<file path="src/sv/tod_pkg.sv">
// Shared widths, time constants, command codes and reciprocal constants
// for the time-of-day register. No dependencies.
`timescale 1ns / 1ps

package tod_pkg;

  localparam int HOUR_W   = 5;
  localparam int MIN_W    = 6;
  localparam int SEC_W    = 6;
  localparam int TOTAL_W  = 17;  // seconds in a day, 0..86399
  localparam int DIST_W   = 16;
  localparam int OFFSET_W = 32;
  localparam int CMD_W    = 3;

  localparam logic [TOTAL_W-1:0] SECS_PER_DAY  = 17'd86400;
  localparam logic [TOTAL_W-1:0] SECS_PER_HOUR = 17'd3600;
  localparam logic [TOTAL_W-1:0] HALF_DAY      = 17'd43200;
  localparam logic [TOTAL_W-1:0] SECS_PER_MIN  = 17'd60;

  localparam logic [HOUR_W-1:0] HOURS_PER_DAY = 5'd24;
  localparam logic [HOUR_W-1:0] HOUR_MAX      = 5'd23;
  localparam logic [MIN_W-1:0]  MINUTE_MAX    = 6'd59;
  localparam logic [SEC_W-1:0]  SECOND_MAX    = 6'd59;

  // 86400 = 128 * 675; the offset is split into low 7 bits and a /675 part.
  localparam logic [9:0]  DIV_675          = 10'd675;
  // ceil(2^35 / 675): exact quotient for dividends below 2^25
  localparam logic [25:0] RECIP_675        = 26'd50903317;
  localparam int          RECIP_675_SHIFT  = 35;
  // ceil(2^29 / 3600): exact for dividends below 86400
  localparam logic [17:0] RECIP_3600       = 18'd149131;
  localparam int          RECIP_3600_SHIFT = 29;
  // ceil(2^17 / 60): exact for dividends below 3600
  localparam logic [11:0] RECIP_60         = 12'd2185;
  localparam int          RECIP_60_SHIFT   = 17;

  typedef enum logic [CMD_W-1:0] {
    CMD_SET = 3'd0,
    CMD_ADD = 3'd1,
    CMD_SUB = 3'd2,
    CMD_INC = 3'd3,
    CMD_DEC = 3'd4,
    CMD_CMP = 3'd5
  } cmd_t;

endpackage

</file>
<file path="src/sv/tod_in_if.sv">
// Command channel of the time-of-day register: valid/ready plus one command word.
// Depends on tod_pkg for field widths.
`timescale 1ns / 1ps

interface tod_in_if;
  logic                          valid;
  logic                          ready;
  logic [tod_pkg::CMD_W-1:0]     cmd;
  logic [tod_pkg::HOUR_W-1:0]    given_hour;
  logic [tod_pkg::MIN_W-1:0]     given_minute;
  logic [tod_pkg::SEC_W-1:0]     given_second;
  logic signed [tod_pkg::OFFSET_W-1:0] offset_seconds;

  modport source (
    output valid, cmd, given_hour, given_minute, given_second, offset_seconds,
    input  ready
  );

  modport sink (
    input  valid, cmd, given_hour, given_minute, given_second, offset_seconds,
    output ready
  );
endinterface

</file>
<file path="src/sv/tod_out_if.sv">
// Result channel of the time-of-day register: valid/ready plus one result word.
// Depends on tod_pkg for field widths.
`timescale 1ns / 1ps

interface tod_out_if;
  logic                          valid;
  logic                          ready;
  logic [tod_pkg::HOUR_W-1:0]    now_hour;
  logic [tod_pkg::MIN_W-1:0]     now_minute;
  logic [tod_pkg::SEC_W-1:0]     now_second;
  logic [tod_pkg::DIST_W-1:0]    distance;
  logic                          is_less;
  logic                          is_equal;
  logic                          is_greater;
  logic                          bad_argument;

  modport source (
    output valid, now_hour, now_minute, now_second, distance,
           is_less, is_equal, is_greater, bad_argument,
    input  ready
  );

  modport sink (
    input  valid, now_hour, now_minute, now_second, distance,
           is_less, is_equal, is_greater, bad_argument,
    output ready
  );
endinterface

</file>
<file path="src/sv/time_of_day_register.sv">
// Time-of-day register (hh:mm:ss, 24 h) with set/add/sub/inc/dec/compare.
// Throughput: one word per cycle while the result side takes words; input register,
// five registered offset steps (reciprocal multiplies for mod 86400, /3600, /60),
// state update into the output register.
// Reset (rst, synchronous): time 00:00:00, pipeline and output empty.
// Depends on tod_pkg, tod_in_if, tod_out_if.
`timescale 1ns / 1ps

module time_of_day_register (
  input  logic      clk,
  input  logic      rst,
  tod_in_if.sink    request,
  tod_out_if.source result
);
  import tod_pkg::*;

  // Fields that ride along with the offset through every stage.
  typedef struct packed {
    logic [CMD_W-1:0]  cmd;
    logic [HOUR_W-1:0] gh;
    logic [MIN_W-1:0]  gm;
    logic [SEC_W-1:0]  gs;
  } common_t;

  // Stage 1: raw command word.
  typedef struct packed {
    common_t             c;
    logic [OFFSET_W-1:0] off;
  } s1_t;

  // Stage 2: |offset| split as q * 128 + low, with q / 675 already formed.
  typedef struct packed {
    common_t     c;
    logic [24:0] q;
    logic [15:0] qq;
    logic [6:0]  low;
    logic        neg;
  } s2_t;

  // Stage 3: offset reduced to 0..86399.
  typedef struct packed {
    common_t            c;
    logic [TOTAL_W-1:0] r;
  } s3_t;

  // Stage 4: hours split off.
  typedef struct packed {
    common_t            c;
    logic [TOTAL_W-1:0] r;
    logic [HOUR_W-1:0]  hh;
  } s4_t;

  // Stage 5: minutes split off, remainder below one hour.
  typedef struct packed {
    common_t           c;
    logic [HOUR_W-1:0] hh;
    logic [MIN_W-1:0]  mm;
    logic [11:0]       rem;
  } s5_t;

  // Stage 6: offset as hh:mm:ss, ready to apply to the stored time.
  typedef struct packed {
    common_t           c;
    logic [HOUR_W-1:0] dh;
    logic [MIN_W-1:0]  dm;
    logic [SEC_W-1:0]  ds;
  } s6_t;

  localparam int NSTAGE = 6;

  // Stored time.
  logic [HOUR_W-1:0] hour_reg, hour_next;
  logic [MIN_W-1:0]  minute_reg, minute_next;
  logic [SEC_W-1:0]  second_reg, second_next;

  // Pipeline control: adv[k] lets stage k+1 load; adv[NSTAGE] is the output register.
  logic [NSTAGE-1:0] stage_valid;
  logic [NSTAGE:0]   adv;
  logic              out_valid;

  s1_t s1;
  s2_t s2, s2_next;
  s3_t s3, s3_next;
  s4_t s4, s4_next;
  s5_t s5, s5_next;
  s6_t s6, s6_next;

  // ---------------------------------------------------------------------
  // Flow control: a stage may load when empty or when it moves on itself.
  // The output register stalls the pipe while a result word waits and result.ready is low.
  // ---------------------------------------------------------------------
  always_comb begin
    adv[NSTAGE] = !out_valid || result.ready;
    for (int k = NSTAGE - 1; k >= 0; k--) begin
      adv[k] = !stage_valid[k] || adv[k+1];
    end
  end

  assign request.ready = adv[0];
  assign result.valid  = out_valid;

  always_ff @(posedge clk) begin
    if (rst) begin
      stage_valid <= '0;
      out_valid   <= 1'b0;
    end else begin
      if (adv[0]) begin
        stage_valid[0] <= request.valid;
      end
      for (int k = 1; k < NSTAGE; k++) begin
        if (adv[k]) begin
          stage_valid[k] <= stage_valid[k-1];
        end
      end
      if (adv[NSTAGE]) begin
        out_valid <= stage_valid[NSTAGE-1];
      end
    end
  end

  // ---------------------------------------------------------------------
  // Stage 1 -> 2: fold subtract into the sign, take the magnitude,
  // divide its upper 25 bits by 675 with a reciprocal multiply.
  // ---------------------------------------------------------------------
  logic [32:0] off_ext, off_eff, off_mag;
  logic        off_neg;
  logic [50:0] prod_675;

  always_comb begin
    off_ext = {s1.off[OFFSET_W-1], s1.off};
    off_eff = (s1.c.cmd == CMD_SUB) ? (33'd0 - off_ext) : off_ext;
    off_neg = off_eff[32];
    off_mag = off_neg ? (33'd0 - off_eff) : off_eff;  // at most 2^31

    prod_675 = 51'(off_mag[31:7]) * 51'(RECIP_675);

    s2_next.c   = s1.c;
    s2_next.q   = off_mag[31:7];
    s2_next.qq  = prod_675[RECIP_675_SHIFT +: 16];
    s2_next.low = off_mag[6:0];
    s2_next.neg = off_neg;
  end

  // ---------------------------------------------------------------------
  // Stage 2 -> 3: remainder mod 86400, then wrap negative offsets.
  // ---------------------------------------------------------------------
  logic [24:0]        rem_675_wide;
  logic [TOTAL_W-1:0] off_mod;

  always_comb begin
    rem_675_wide = s2.q - 25'(s2.qq) * 25'(DIV_675);
    off_mod      = {rem_675_wide[9:0], s2.low};
    s3_next.c    = s2.c;
    s3_next.r    = (s2.neg && off_mod != '0) ? (SECS_PER_DAY - off_mod) : off_mod;
  end

  // Stage 3 -> 4: hours = r / 3600.
  logic [34:0] prod_3600;

  always_comb begin
    prod_3600  = 35'(s3.r) * 35'(RECIP_3600);
    s4_next.c  = s3.c;
    s4_next.r  = s3.r;
    s4_next.hh = prod_3600[RECIP_3600_SHIFT +: HOUR_W];
  end

  // Stage 4 -> 5: remainder within the hour, minutes = rem / 60.
  logic [TOTAL_W-1:0] rem_hour_wide;
  logic [23:0]        prod_60;

  always_comb begin
    rem_hour_wide = s4.r - 17'(s4.hh) * SECS_PER_HOUR;
    prod_60       = 24'(rem_hour_wide[11:0]) * 24'(RECIP_60);
    s5_next.c     = s4.c;
    s5_next.hh    = s4.hh;
    s5_next.mm    = prod_60[RECIP_60_SHIFT +: MIN_W];
    s5_next.rem   = rem_hour_wide[11:0];
  end

  // Stage 5 -> 6: seconds = rem - 60 * minutes.
  logic [11:0] rem_min_wide;

  always_comb begin
    rem_min_wide = s5.rem - 12'(s5.mm) * 12'(SECS_PER_MIN);
    s6_next.c    = s5.c;
    s6_next.dh   = s5.hh;
    s6_next.dm   = s5.mm;
    s6_next.ds   = rem_min_wide[SEC_W-1:0];
  end

  always_ff @(posedge clk) begin
    if (adv[0]) begin
      s1.c.cmd <= request.cmd;
      s1.c.gh  <= request.given_hour;
      s1.c.gm  <= request.given_minute;
      s1.c.gs  <= request.given_second;
      s1.off   <= request.offset_seconds;
    end
    if (adv[1]) s2 <= s2_next;
    if (adv[2]) s3 <= s3_next;
    if (adv[3]) s4 <= s4_next;
    if (adv[4]) s5 <= s5_next;
    if (adv[5]) s6 <= s6_next;
  end

  // ---------------------------------------------------------------------
  // Stage 6: apply the command to the stored time.
  // Add/sub/inc/dec all become a mixed-radix add of an hh:mm:ss offset;
  // decrement is the same as adding 23:59:59.
  // ---------------------------------------------------------------------
  logic [HOUR_W-1:0]  dh;
  logic [MIN_W-1:0]   dm;
  logic [SEC_W-1:0]   ds;
  logic [6:0]         sec_sum, min_sum;
  logic [5:0]         hour_sum;
  logic               sec_carry, min_carry;
  logic [HOUR_W-1:0]  sum_hour;
  logic [MIN_W-1:0]   sum_minute;
  logic [SEC_W-1:0]   sum_second;
  logic               given_ok;
  logic [TOTAL_W-1:0] cur_total, given_total, diff, dist_full;
  logic [DIST_W-1:0]  dist_next;
  logic               lt_next, eq_next, gt_next, bad_next;

  always_comb begin
    case (s6.c.cmd)
      CMD_INC: begin
        dh = '0;
        dm = '0;
        ds = SEC_W'(1);
      end
      CMD_DEC: begin
        dh = HOUR_MAX;
        dm = MINUTE_MAX;
        ds = SECOND_MAX;
      end
      default: begin
        dh = s6.dh;
        dm = s6.dm;
        ds = s6.ds;
      end
    endcase

    sec_sum    = 7'(second_reg) + 7'(ds);
    sec_carry  = sec_sum >= 7'(SECS_PER_MIN);
    sum_second = sec_carry ? 6'(sec_sum - 7'(SECS_PER_MIN)) : sec_sum[SEC_W-1:0];
    min_sum    = 7'(minute_reg) + 7'(dm) + 7'(sec_carry);
    min_carry  = min_sum >= 7'(SECS_PER_MIN);
    sum_minute = min_carry ? 6'(min_sum - 7'(SECS_PER_MIN)) : min_sum[MIN_W-1:0];
    hour_sum   = 6'(hour_reg) + 6'(dh) + 6'(min_carry);
    sum_hour   = (hour_sum >= 6'(HOURS_PER_DAY)) ?
                 5'(hour_sum - 6'(HOURS_PER_DAY)) : hour_sum[HOUR_W-1:0];

    given_ok = (s6.c.gh <= HOUR_MAX) && (s6.c.gm <= MINUTE_MAX) &&
               (s6.c.gs <= SECOND_MAX);

    cur_total   = 17'(hour_reg) * SECS_PER_HOUR + 17'(minute_reg) * SECS_PER_MIN +
                  17'(second_reg);
    given_total = 17'(s6.c.gh) * SECS_PER_HOUR + 17'(s6.c.gm) * SECS_PER_MIN +
                  17'(s6.c.gs);
    diff        = (cur_total > given_total) ? (cur_total - given_total) :
                                              (given_total - cur_total);
    dist_full   = (diff > HALF_DAY) ? (SECS_PER_DAY - diff) : diff;

    hour_next   = hour_reg;
    minute_next = minute_reg;
    second_next = second_reg;
    dist_next   = '0;
    lt_next     = 1'b0;
    eq_next     = 1'b0;
    gt_next     = 1'b0;
    bad_next    = 1'b0;

    case (s6.c.cmd)
      CMD_SET: begin
        if (given_ok) begin
          hour_next   = s6.c.gh;
          minute_next = s6.c.gm;
          second_next = s6.c.gs;
        end else begin
          bad_next = 1'b1;
        end
      end
      CMD_ADD, CMD_SUB, CMD_INC, CMD_DEC: begin
        hour_next   = sum_hour;
        minute_next = sum_minute;
        second_next = sum_second;
      end
      CMD_CMP: begin
        if (given_ok) begin
          dist_next = dist_full[DIST_W-1:0];
          lt_next   = cur_total < given_total;
          eq_next   = cur_total == given_total;
          gt_next   = cur_total > given_total;
        end else begin
          bad_next = 1'b1;
        end
      end
      default: begin
        // unused codes: time unchanged, flags clear
      end
    endcase
  end

  // State moves together with the word entering the output register.
  always_ff @(posedge clk) begin
    if (rst) begin
      hour_reg   <= '0;
      minute_reg <= '0;
      second_reg <= '0;
    end else if (adv[NSTAGE] && stage_valid[NSTAGE-1]) begin
      hour_reg   <= hour_next;
      minute_reg <= minute_next;
      second_reg <= second_next;
    end
  end

  always_ff @(posedge clk) begin
    if (adv[NSTAGE]) begin
      result.now_hour     <= hour_next;
      result.now_minute   <= minute_next;
      result.now_second   <= second_next;
      result.distance     <= dist_next;
      result.is_less      <= lt_next;
      result.is_equal     <= eq_next;
      result.is_greater   <= gt_next;
      result.bad_argument <= bad_next;
    end
  end

`ifndef ASSERT_OFF
  a_time_in_range: assert property (@(posedge clk) disable iff (rst)
    (hour_reg <= HOUR_MAX) && (minute_reg <= MINUTE_MAX) && (second_reg <= SECOND_MAX))
    else $error("stored time out of range");

  a_state_holds: assert property (@(posedge clk) disable iff (rst)
    !(adv[NSTAGE] && stage_valid[NSTAGE-1]) |=>
      $stable(hour_reg) && $stable(minute_reg) && $stable(second_reg))
    else $error("stored time changed without a word retiring");

  a_result_shows_state: assert property (@(posedge clk) disable iff (rst)
    result.valid |-> (result.now_hour == hour_reg) && (result.now_minute == minute_reg) &&
                     (result.now_second == second_reg))
    else $error("result time differs from stored time");

  a_order_flags: assert property (@(posedge clk) disable iff (rst)
    result.valid |-> $onehot0({result.is_less, result.is_equal, result.is_greater}))
    else $error("more than one order flag set");

  a_bad_clears: assert property (@(posedge clk) disable iff (rst)
    result.valid && result.bad_argument |->
      (result.distance == '0) && !result.is_less && !result.is_equal && !result.is_greater)
    else $error("compare fields set on bad argument");

  a_dist_bound: assert property (@(posedge clk) disable iff (rst)
    result.valid |-> (17'(result.distance) <= HALF_DAY))
    else $error("distance above half a day");
`endif

endmodule

</file>
<file path="src/flat_wrapper.sv">
// flat-port wrapper written by rule: the top's interface ports become plain ports
module time_of_day_register_flat import tod_pkg::*;
  (clk, rst, request_valid, request_cmd, request_given_hour, request_given_minute, request_given_second, request_offset_seconds, request_ready, result_valid, result_now_hour, result_now_minute, result_now_second, result_distance, result_is_less, result_is_equal, result_is_greater, result_bad_argument, result_ready);
  tod_in_if request_i ();
  tod_out_if result_i ();
  input  logic clk;
  input  logic rst;
  input wire logic [$bits(request_i.valid)-1:0] request_valid;
  input wire logic [$bits(request_i.cmd)-1:0] request_cmd;
  input wire logic [$bits(request_i.given_hour)-1:0] request_given_hour;
  input wire logic [$bits(request_i.given_minute)-1:0] request_given_minute;
  input wire logic [$bits(request_i.given_second)-1:0] request_given_second;
  input wire logic [$bits(request_i.offset_seconds)-1:0] request_offset_seconds;
  output wire logic [$bits(request_i.ready)-1:0] request_ready;
  output wire logic [$bits(result_i.valid)-1:0] result_valid;
  output wire logic [$bits(result_i.now_hour)-1:0] result_now_hour;
  output wire logic [$bits(result_i.now_minute)-1:0] result_now_minute;
  output wire logic [$bits(result_i.now_second)-1:0] result_now_second;
  output wire logic [$bits(result_i.distance)-1:0] result_distance;
  output wire logic [$bits(result_i.is_less)-1:0] result_is_less;
  output wire logic [$bits(result_i.is_equal)-1:0] result_is_equal;
  output wire logic [$bits(result_i.is_greater)-1:0] result_is_greater;
  output wire logic [$bits(result_i.bad_argument)-1:0] result_bad_argument;
  input wire logic [$bits(result_i.ready)-1:0] result_ready;
  assign request_i.valid = request_valid;
  assign request_i.cmd = request_cmd;
  assign request_i.given_hour = request_given_hour;
  assign request_i.given_minute = request_given_minute;
  assign request_i.given_second = request_given_second;
  assign request_i.offset_seconds = request_offset_seconds;
  assign request_ready = request_i.ready;
  assign result_valid = result_i.valid;
  assign result_now_hour = result_i.now_hour;
  assign result_now_minute = result_i.now_minute;
  assign result_now_second = result_i.now_second;
  assign result_distance = result_i.distance;
  assign result_is_less = result_i.is_less;
  assign result_is_equal = result_i.is_equal;
  assign result_is_greater = result_i.is_greater;
  assign result_bad_argument = result_i.bad_argument;
  assign result_i.ready = result_ready;
  time_of_day_register u_core (.clk(clk), .rst(rst), .request(request_i), .result(result_i));
endmodule
</file>
<file path="config.mk">
export PLATFORM = sky130hd
export DESIGN_NAME = time_of_day_register_flat
export DESIGN_NICKNAME = d
export VERILOG_FILES = /design/src/sv/tod_pkg.sv /design/src/sv/tod_in_if.sv /design/src/sv/tod_out_if.sv /design/src/sv/time_of_day_register.sv /design/src/flat_wrapper.sv
export SDC_FILE = /design/constraint.sdc
export NUM_CORES = 2
export LEC_CHECK = 0
export BUFFER_PORTS_ARGS = -buffer_cell sky130_fd_sc_hd__buf_2
export CORE_MARGIN = 2
export CORE_UTILIZATION = 59
export CTS_CLUSTER_DIAMETER = 80
export DETAILED_ROUTE_END_ITERATION = 6
export PLACE_DENSITY = 0.84
export SLEW_MARGIN = 20
export SYNTH_ARGS = -nofsm -noshare
export SYNTH_HDL_FRONTEND = slang
export SYNTH_SLANG_ARGS = --single-unit
</file>
<file path="constraint.sdc">
create_clock -name clk -period 9.8 [get_ports clk]
set_input_delay 2.45 -clock clk [delete_from_list [all_inputs] [get_ports clk]]
set_output_delay 2.45 -clock clk [all_outputs]
set_load 0.01 [all_outputs]
</file>
Word level (Yosys, flattened, before mapping)

Index checks and enable logic that the tools add are counted.

Add/sub/neg operators: 21
Multipliers: 10
Order comparisons: 9
Equality and inequality tests: 7
Mux-type cells: 18
Reductions and logical operators: 23

Operator list:

| cell                   | count |
|---|---|
| $mul 25x26->51 const B | 1 |
| $pmux 6 s2             | 4 |
| $add 17x12->17         | 2 |
| $add 17x6->17          | 2 |
| $mul 17x18->34 const B | 1 |
| $mux 17                | 2 |
| $sub 17x17->17         | 2 |
| $mux 33                | 1 |
| $sub 1x32->33 const A  | 1 |
| $mux 32                | 1 |
| $sub 1x32->32 const A  | 1 |
| $mul 5x8->13 const B   | 2 |
| $mux 6                 | 4 |
| $mul 12x12->23 const B | 1 |
| $mul 6x4->10 const B   | 2 |
| $pmux 5 s2             | 2 |
| $eq 17x17->1           | 1 |
| $gt 17x16->1 const B   | 1 |
| $gt 17x17->1           | 1 |
| $lt 17x17->1           | 1 |
| $reduce_bool 17->1     | 1 |
| $sub 17x17->17 const A | 1 |
| $mul 16x10->10 const B | 1 |
| $mux 16                | 1 |
| 28 further kinds       | 51 |

Bits in registers: 315
Word-level logic and storage cells: 144

Logic depth before layout (Yosys ltp)

Word-level depth: 10
Mapped depth: 42

Least setup slack after synthesis

Ideal clock, no wire load.

Kind: register -> register
From: register u_core.s1 (netlist bit u_core.off_ext[0])
To: register u_core.s2[16] (netlist bit) (data pin)
Library setup time: 258 ps
Data arrival time: 9,568 ps
Slack: -26 ps
Cell stages (with the launch flop): 39
Path buffers: 1
Cell sequence: edfxtp_1 > inv_1 > ha_1 > or4b_1 > clkbuf_1 > nor4_1 > nand2_1 > a2111oi_2 > o21ai_0 > and3b_2 > and4b_1 > a21oi_1 > xnor2_1 > inv_1 > fa_1 > inv_1 > ha_1 > fa_1 > [... 3 more ...] > fa_1 > inv_1 > fa_1 > inv_1 > fa_1 > ha_1 > nand4_1 > nor4_1 > nand2_1 > nor4_1 > nand2_1 > nor3_1 > a21oi_1 > o21ai_1 > a41oi_1 > nand2b_1 > a21oi_1 > xnor2_1

Cells in the longest elaborated chain, start to end: 5

Ends and longest elaborated chain:

| element                 | RTL line                    | text |
|---|---|---|
| start: declaration      | time_of_day_register.sv:81  | `s1_t s1;` |
| $sub 1x32->33           | time_of_day_register.sv:131 | `off_eff = (s1.c.cmd == CMD_SUB) ? (33'd0 - off_ext) : off_ext;` |
| $mux 33 (*)             | time_of_day_register.sv:131 |  |
| $sub 1x32->32           | time_of_day_register.sv:133 | `off_mag = off_neg ? (33'd0 - off_eff) : off_eff;` |
| $mux 32 (*)             | time_of_day_register.sv:133 |  |
| $mul 25x26->51 (*)      | time_of_day_register.sv:135 | `prod_675 = 51'(off_mag[31:7]) * 51'(RECIP_675);` |
| net u_core.prod_675[43] | time_of_day_register.sv:127 | `logic [50:0] prod_675;` |
| end signal: assignment  | time_of_day_register.sv:199 | `if (adv[1]) s2 <= s2_next;` |
| end: declaration        | time_of_day_register.sv:82  | `s2_t s2, s2_next;` |

The timed path passes the listed nets; every way through them passes the cells marked *.
A chain may end at the register's enable or synchronous reset.

Final worst setup path

From: register u_core.s1 (netlist bit u_core.off_ext[1])
To: register u_core.s2[14] (netlist bit) (data pin)

Same word-level chain as after synthesis.

==> results by group <==
Status
  • Outcome: finished, final reports clean

Floorplan
  • Die height: 243.4 µm
  • Core area: 0.05650 mm²
  • Die Wd: around 240 µm
  • DIE AREA: between 0.05 and 0.06 mm²
  • Cell row count: 87
  • # IOs: 95
  • Starting Density: 0.5985

Global route
  • First-pass GRT wire length: between 100,000 and 150,000 µm
  • GRT overflow: 0
  • All-Layer GR Usage: 0.2574
  • Initial antenna violation count: 0
  • Largest net degree at the start of global routing: 50
  • Vias in the first global route: between 20,000 and 25,000

CTS
  • Clk slew on worst S/H paths: 0.06 ns
  • Clock latency on the worst-skew pair: just under 0.6 ns
  • Hold-fix buffers, CTS: 0
  • Clock Root Buffer: clkbuf_16
  • Total CTS buffers: 36
  • Clock tree sinks: just over 300
  • CTS tree: yes
  • CTS max path bufs: 3
  • Htree depth: 2

Route
  • WL final: 74,610 µm
  • Via density: between 5 and 6
  • DRC violations left: 0
  • Final ANT Viol Nets: 0
  • First-pass DRT Iterations: 5
  • Vias: roughly 23,000
  • Wire per inst: between 15 and 20 µm
  • Iteration-0 DRC Markers: roughly 1,500

Synthesis
  • Syn Area/Cell: between 10 and 15 µm²
  • Syn Nets: 4,219
  • Seq/Total Area, Yosys: 0.2673
  • Post-Syn Instances: 3,190
  • Post-synth top flop: edfxtp_1
  • Asr flop ratio synth: 0
  • Post-synth EDFFs: between 200 and 300
  • Synth unique cells: 85
  • #FFs+latches synth: just over 300
  • Syn Std Cell Area: around 0.034 mm²
  • Synth warn: 0

Timing
  • Hold Vio Cnt, Final: 0
  • Max Freq: approximately 0.11 GHz
  • Setup-failing EPs final: 0
  • Final Max Slew Viols: 0
  • Final Skew: 0.04275 ns
  • Worst hold margin: a little under 0.4 ns
  • Post-route minimum period: between 9 and 10 ns
  • Final Cycle Share: 0.9709
  • Setup TNS Final: 0 ns
  • Slew headroom: 0.4147
  • Worst-Margin Slew: between 0.8 and 0.9 ns

Layout
  • Max FFs per register: 41
  • Nets: 4,380
  • Design Area, Final: about 0.037 mm²
  • Area growth syn-to-layout: 9.380%
  • Share of cells above drive strength 1: 0.08496
  • Post-Layout Cell Count: between 4,000 and 5,000
  • Fillcell total: roughly 4,200
  • Most flops, register: u_core.s2
  • Antenna cells: 0

Place
  • Post-DP HPWL: slightly above 60,000 µm
  • PortBufs: 94
  • Final Wtd Congestion: a little over 0.9
  • Placement Cell Area: ~0.036 mm²
  • Placed Instances: about 4,000

Critical path
  • Setup CP Type: flip-flop to flip-flop
  • Reg2reg path depth: 43
  • CP max stage delay: 0.53 ns
  • Crit path arrival time: around 9.8 ns
  • Crit-path max FO: 5
  • Crit path capture type: flip-flop
  • Critical Path Slowest Stage Cell: or4b_4
  • Worst Path Required: between 10 and 15 ns
  • Critical Path Source Type: flip-flop

Min path
  • Hold path depth: 0
  • HP Class: flip-flop to flip-flop

Run
  • # Max-Cap Violations: 0
[synthesized netlist by cell type, types with 35 or more instances]
library cell | number | share of area
xnor2_1 | 153 | 0.040
clkbuf_1 | 43 | 0.0048
o21ai_0 | 85 | 0.013
xor2_1 | 65 | 0.017
ha_1 | 663 | 0.25
inv_1 | 664 | 0.074
fa_1 | 310 | 0.18
edfxtp_1 | 285 | 0.25
nor2_1 | 132 | 0.015
nor3_1 | 48 | 0.0071
nand2_1 | 106 | 0.012
o21bai_1 | 35 | 0.0078
a21o_1 | 58 | 0.013
a21oi_1 | 150 | 0.022
[repair_timing]
action	in CTS	in global routing
gates resized for setup	2	31
pin swaps	0	14
buffers inserted	0	9
endpoints found under the setup margin	1	11
hold endpoints to repair	0	0
[critical path, delay by kind of cell, from the launching register on]
kind / cells / cell delay [ns]
xor+xnor: 2 / 0.30
fa+ha+maj: 9 / 3.87
compound gates: 10 / 1.47
buf+inv: 13 / 1.39
flops: 1 / 0.43
simple gates: 9 / 1.82
[metrics by stage]
| stage | util | worst slack (ns) |
|---|---|---|
| global placement | 0.6299 | 0.09346 |
| CTS | 0.6509 | 0.04555 |
| finish | 0.6546 | 0.2855 |
| global route | 0.6546 | -0.1424 |
| floorplan | - | 0.004509 |
| detailed placement | 0.6299 | -0.03509 |
[final timing paths]
check	from	endpoint	slack, ns
setup reg to reg	u_core.off_ext[1]$_DFFE_PP_	u_core.s2[14]$_DFFE_PP_	0.29
hold reg to reg	u_core.s5[25]$_DFFE_PP_	u_core.s6[19]$_DFFE_PP_	0.39
setup / recovery	u_core.off_ext[1]$_DFFE_PP_	u_core.s2[14]$_DFFE_PP_	0.29
hold / removal	u_core.s5[25]$_DFFE_PP_	u_core.s6[19]$_DFFE_PP_	0.39
[layer usage]
layer  wire [µm]  track usage
met1       31330       0.3260
met2       36830       0.4528
met3        3891      0.03448
met4        2556      0.08860
met5           0            0
[cell type report]
type / instances / area (µm²) / share of cell area
tap: 756 / 945.9 / 0.02558
clock inverter: 18 / 206.4 / 0.005582
sequential: 309 / 9039 / 0.2444
multi-input combinational: 2159 / 22190 / 0.6001
timing repair buffer: 181 / 1136 / 0.03072
clock buffer: 47 / 972.2 / 0.02629
inverter: 664 / 2492 / 0.06739
[placed cells by master, fill, tap and decap left out, drive strengths merged, types with 49 or more instances in the layout]
master and n:
o21ai 89, nor3 49, nand2 106, a21oi 151, ha 663, fa 310, xnor2 153, nor2 132
buf 181, edfxtp 285, xor2 65, a21o 58, inv 668
[cell families after synthesis]
kind of cell | Yosys count | synth area share
adders and majority gates | 973 | 0.4289
and+or+nand+nor | 467 | 0.06857
muxes | 19 | 0.005625
DFF | 309 | 0.2673
AOI/OAI and AO/OA | 482 | 0.09184
buffers and inverters | 722 | 0.08130
xor gates and xnor gates | 218 | 0.05647
Power is not shown: default switching activity piles up to over one toggle a cycle in this logic, so the estimate is an artifact.
